<file path="config.mk">
export PLATFORM = sky130hd
export DESIGN_NAME = htwd_ram
export DESIGN_NICKNAME = d
export VERILOG_FILES = /design/src/sv/htwd_ram.sv
export SDC_FILE = /design/constraint.sdc
export NUM_CORES = 1
export LEC_CHECK = 0
export BUFFER_PORTS_ARGS = -buffer_cell sky130_fd_sc_hd__buf_2
export CELL_PAD_IN_SITES_DETAIL_PLACEMENT = 2
export CELL_PAD_IN_SITES_GLOBAL_PLACEMENT = 2
export CORE_MARGIN = 5
export CORE_UTILIZATION = 52
export CTS_CLUSTER_DIAMETER = 150
export CTS_CLUSTER_SIZE = 20
export DETAILED_ROUTE_END_ITERATION = 7
export HOLD_SLACK_MARGIN = 0.08
export PLACE_DENSITY = 0.85
export SKIP_CTS_REPAIR_TIMING = 1
export SLEW_MARGIN = 10
export SYNTH_ARGS = -nofsm -noshare
export SYNTH_HDL_FRONTEND = slang
export SYNTH_SLANG_ARGS = --single-unit
</file>
<file path="constraint.sdc">
create_clock -name clk -period 2.6 [get_ports clk]
set_input_delay 0.13 -clock clk [delete_from_list [all_inputs] [get_ports clk]]
set_output_delay 0.13 -clock clk [all_outputs]
set_load 0.05 [all_outputs]
</file>
<file path="src/sv/htwd_ram.sv">
// Generic single-clock RAM with one write port and one registered read port.
// No dependencies.
module htwd_ram #(
	parameter int WIDTH = 8,
	parameter int DEPTH = 16
) (
	input  logic                     clk,
	input  logic                     wr_en,
	input  logic [$clog2(DEPTH)-1:0] wr_addr,
	input  logic [WIDTH-1:0]         wr_data,
	input  logic [$clog2(DEPTH)-1:0] rd_addr,
	output logic [WIDTH-1:0]         rd_data
);

	logic [WIDTH-1:0] mem [DEPTH];

	always_ff @(posedge clk) begin
		if (wr_en) begin
			mem[wr_addr] <= wr_data;
		end
		rd_data <= mem[rd_addr];
	end

endmodule

</file>
---- Yosys cells after proc, flatten, opt, wreduce, memory -nomap -nowiden ----
Memories as Yosys holds them, arrays and structs flattened. A register that Yosys moved wholly into a read port is not among the register bits.
Index checks and enable logic that the tools add are counted.
storage, ports and cells
  output and inout port bits .............. 8
  bits in read-only memories .............. 0
  bits in latches ......................... 0
  RAM bits ................................ 128
  input bits .............................. 18
  memories kept ........................... 1
  flip-flop bits (word level) ............. 0
memory list
  name  words  bits a word  rd ports  clocked after Yosys merged registers in  wr ports  RTL line  text
  mem   16     8            1         1                                        1         15        logic [WIDTH-1:0] mem [DEPTH];
cells by class
  divide/modulo/power cells ............... 0
  order comparisons ....................... 0
  add/subtract/negate cells ............... 0
  equality and inequality tests ........... 0
  reduce and logical (&&, ||, !) cells .... 0
  shift operators ......................... 0
  multipliers ............................. 0
  bitwise gates (word level) .............. 0
  muxes and demuxes ....................... 2
operators by type and width
  operator  count
  $mux 1    2

---- Depth between registers and ports, before layout ----
  word-level depth ........................ 2
  mapped depth ............................ 5
  depth with buffers taken out ............ 3

---- Worst setup path after synthesis ----
OpenSTA, ideal clock, no wires.
  kind .................................... input-to-reg
  start point ............................. input wr_addr[2]
  end point ............................... memory mem[0][0] (enable)
  setup slack ............................. 0.977 ns
  path buffers ............................ 0
  data required time ...................... 2.217 ns
  stages .................................. 2
  arrival ................................. 1.240 ns
  cell sequence ........................... or3b_2 nor3_1
RTL lines
  what                RTL line  text
  start: declaration  9         input logic [$clog2(DEPTH)-1:0] wr_addr,
  end: declaration    15
No word-level cell before the write port.

==> impl_metrics.py <==
metrics = {
    "critical_path": {
        "worst_path_max_delay_cell": "mux4_1",
        "crit_type": "in -> reg",
        "required_ns": 3.01,
        "critPathCaptureType": "register",
        "cpPeakStageDelay_ns": 0.65,
        "cp_max_fo": 16,
        "arrival_ns": 1.93,
        "start_kind": "primary input",
        "cp_top_family": "buffers and inverters",
        "worstPathCellList": "buf_2 -> buf_4 -> mux4_1 -> a22oi_1 -> nand2_1",
        "path_buf_inv": 2,
    },
    "timing": {
        "period_share_pct": 58.62,
        "fmax_mhz": 656.1,
        "rsz0062_at_grt": "no",
        "setup_viol": 0,
        "hold_violations": 0,
        "maxSlewHeadroom_pct": 43.25,
        "layout_setup_ws_ns": 1.076,
        "period_needed_ns": 1.524,
        "fin_hold_ws_ns": 0.2297,
        "tightestPinTransition_ns": 0.8481,
        "slew_viol_final": 0,
        "fin_skew_ns": 0.008641,
        "finalSetupTns_ns": 0,
    },
    "power": {
        "p_per_area_mw_per_mm2": 844.0,
        "p_total_mw": 5.172,
        "total_leakage_power_nw": 2.087,
        "ir_worst_vdd_uv": 546.2,
    },
    "grt": {
        "antenna_found_initial": 0,
        "gr-total-overflow": 0,
        "grt_pass1_wl_mm": 21.15,
        "grt_pass1_vias": 2915,
        "grt-busiest-layer": "met2",
        "grt_usage_pct": 27.10,
        "use_met1_pct": 34.09,
        "use_met2_pct": 45.55,
        "grt_start_max_net_pins": 24,
        "use_met3_pct": 6.342,
    },
    "status": {
        "status": "finished clean",
    },
    "die": {
        "io_pins": 26,
        "die_area_sq_mm": 0.01199,
        "chipWidth_um": 109.5,
        "die_y_um": 109.5,
        "core_sq_mm": 0.009729,
        "rows": 36,
        "start_util_pct": 52.91,
    },
    "cells_and_area": {
        "nets": 305,
        "fin_area_sq_mm": 0.006128,
        "diodes": 0,
        "n_fill_cell": 746,
        "drive_above_1_share_pct": 29.67,
        "final_cells": 433,
        "area_growth_pct": 19.06,
        "post-route-util_pct": 62.99,
    },
    "routing": {
        "final_antenna_net_count": 0,
        "first_iter_violations": 201,
        "viasPerCell": 6.127,
        "drc": 0,
        "wire_per_inst_um": 33.77,
        "vias": 2653,
        "wl_mm": 14.62,
        "dr.pass1.iters": 5,
    },
    "logic_synthesis": {
        "ys_ff_latch": 136,
        "syn_nets": 247,
        "synth_seq_area_share_pct": 77.78,
        "syn_area_sq_mm": 0.005147,
        "postSynthAreaPerCell_sq_um": 22.48,
        "yosysWarnings": 0,
        "synth_cells": 229,
        "synthDistinctLibCells": 19,
    },
    "cts": {
        "numClockSinks": 136,
        "clk_pin_slew_worst_paths_ns": 0.06,
        "cts_tree": "done",
        "htreeDepth": 4,
        "clock_path_buffers": 2,
        "clockRootBuffer": "clkbuf_8",
        "cts_buffers": 17,
        "clock_latency_ns": 0.53,
    },
    "placement": {
        "placement.cell_area_sq_mm": 0.005473,
        "portBuffers": 25,
        "dp_slack_ns": 0.5615,
        "gp_congestion": 0.6867,
        "dp_cells": 393,
        "dp_hpwl_mm": 8.571,
    },
    "hold_path": {
        "min_path_type": "in -> reg",
    },
    "job": {
        "drv_cap": 0,
    },
}
==> metal layers <==
| layer | share of wire, % | routed length, um |
|---|---|---|
| met5 | 0 | 0 |
| met4 | 2.3 | 343 |
| met3 | 5.0 | 735 |
| met2 | 53 | 7770 |
| met1 | 39 | 5773 |
==> worst min-delay path, stage by stage <==
cell	delay, ns
buf_2	0.18
nor3_1	0.08
buf_4	0.18
==> where the power goes <==
group | total, mW | switching (mW) | internal [mW]
logic | 0.305 | 0.203 | 0.102
registers | 2.47 | 0.0214 | 2.45
clock network | 2.39 | 0.944 | 1.45
total | 5.17 | 1.17 | 4.00
==> kinds of logic after synthesis <==
family | after synthesis | share of synthesized area, %
DFF | 136 | 77.78
and+or+nand+nor | 35 | 3.184
muxes | 32 | 15.02
AOI/OAI and AO/OA | 16 | 2.334
buffers and inverters | 10 | 1.677
==> cell type report <==
class,count,area (sq um),share of cell area [%]
Sequential cell,136,4004,65.33
Clock inverter,14,157.7,2.572
Clock buffer,18,417.9,6.819
Tap cell,133,166.4,2.715
Multi-Input combinational cell,83,1057,17.25
Timing Repair Buffer,49,325.3,5.308
==> synthesized netlist by cell type, drive strengths merged <==
cell           instances  area share, %
mux4                  32             15
dfxtp                  8            3.1
nand2                  9           0.66
and2                   1           0.12
clkdlybuf4s25          3           0.58
nand3b                 2           0.29
nand2b                 2           0.24
nor3                   4           0.39
buf                    7            1.1
nor2                  13           0.95
edfxtp               128             75
and2b                  1           0.15
or3b                   1           0.17
nand3                  1          0.097
nor2b                  1           0.12
a22oi                 16            2.3
==> flip-flops by register name, summed over array words and instances (netlist names) <==
signal,count
rd_data,8
mem,128
==> layout by cell type, fill, tap and decap left out, drive strengths merged <==
cell type / n
or3b: 1
dfxtp: 8
dlygate4sd3: 8
edfxtp: 128
nor2b: 1
clkinvlp: 3
mux4: 32
nand2: 9
a22oi: 16
clkbuf: 18
bufinv: 3
nor2: 13
buf: 41
nor3: 4
nand3: 1
nand3b: 2
nand2b: 2
and2: 1
clkinv: 8
and2b: 1
==> final timing paths <==
path | from | slack, ns | cells after the start | endpoint
hold reg to reg | mem[15][6]$_DFFE_PP_ | 0.72 | 3 | rd_data[6]$_DFF_P_
setup reg to reg | mem[2][3]$_DFFE_PP_ | 1.13 | 3 | rd_data[3]$_DFF_P_
setup / recovery | rd_addr[0] | 1.08 | 5 | rd_data[5]$_DFF_P_
hold / removal | wr_addr[0] | 0.23 | 3 | mem[4][1]$_DFFE_PP_
(Power assumes the default switching activity.)
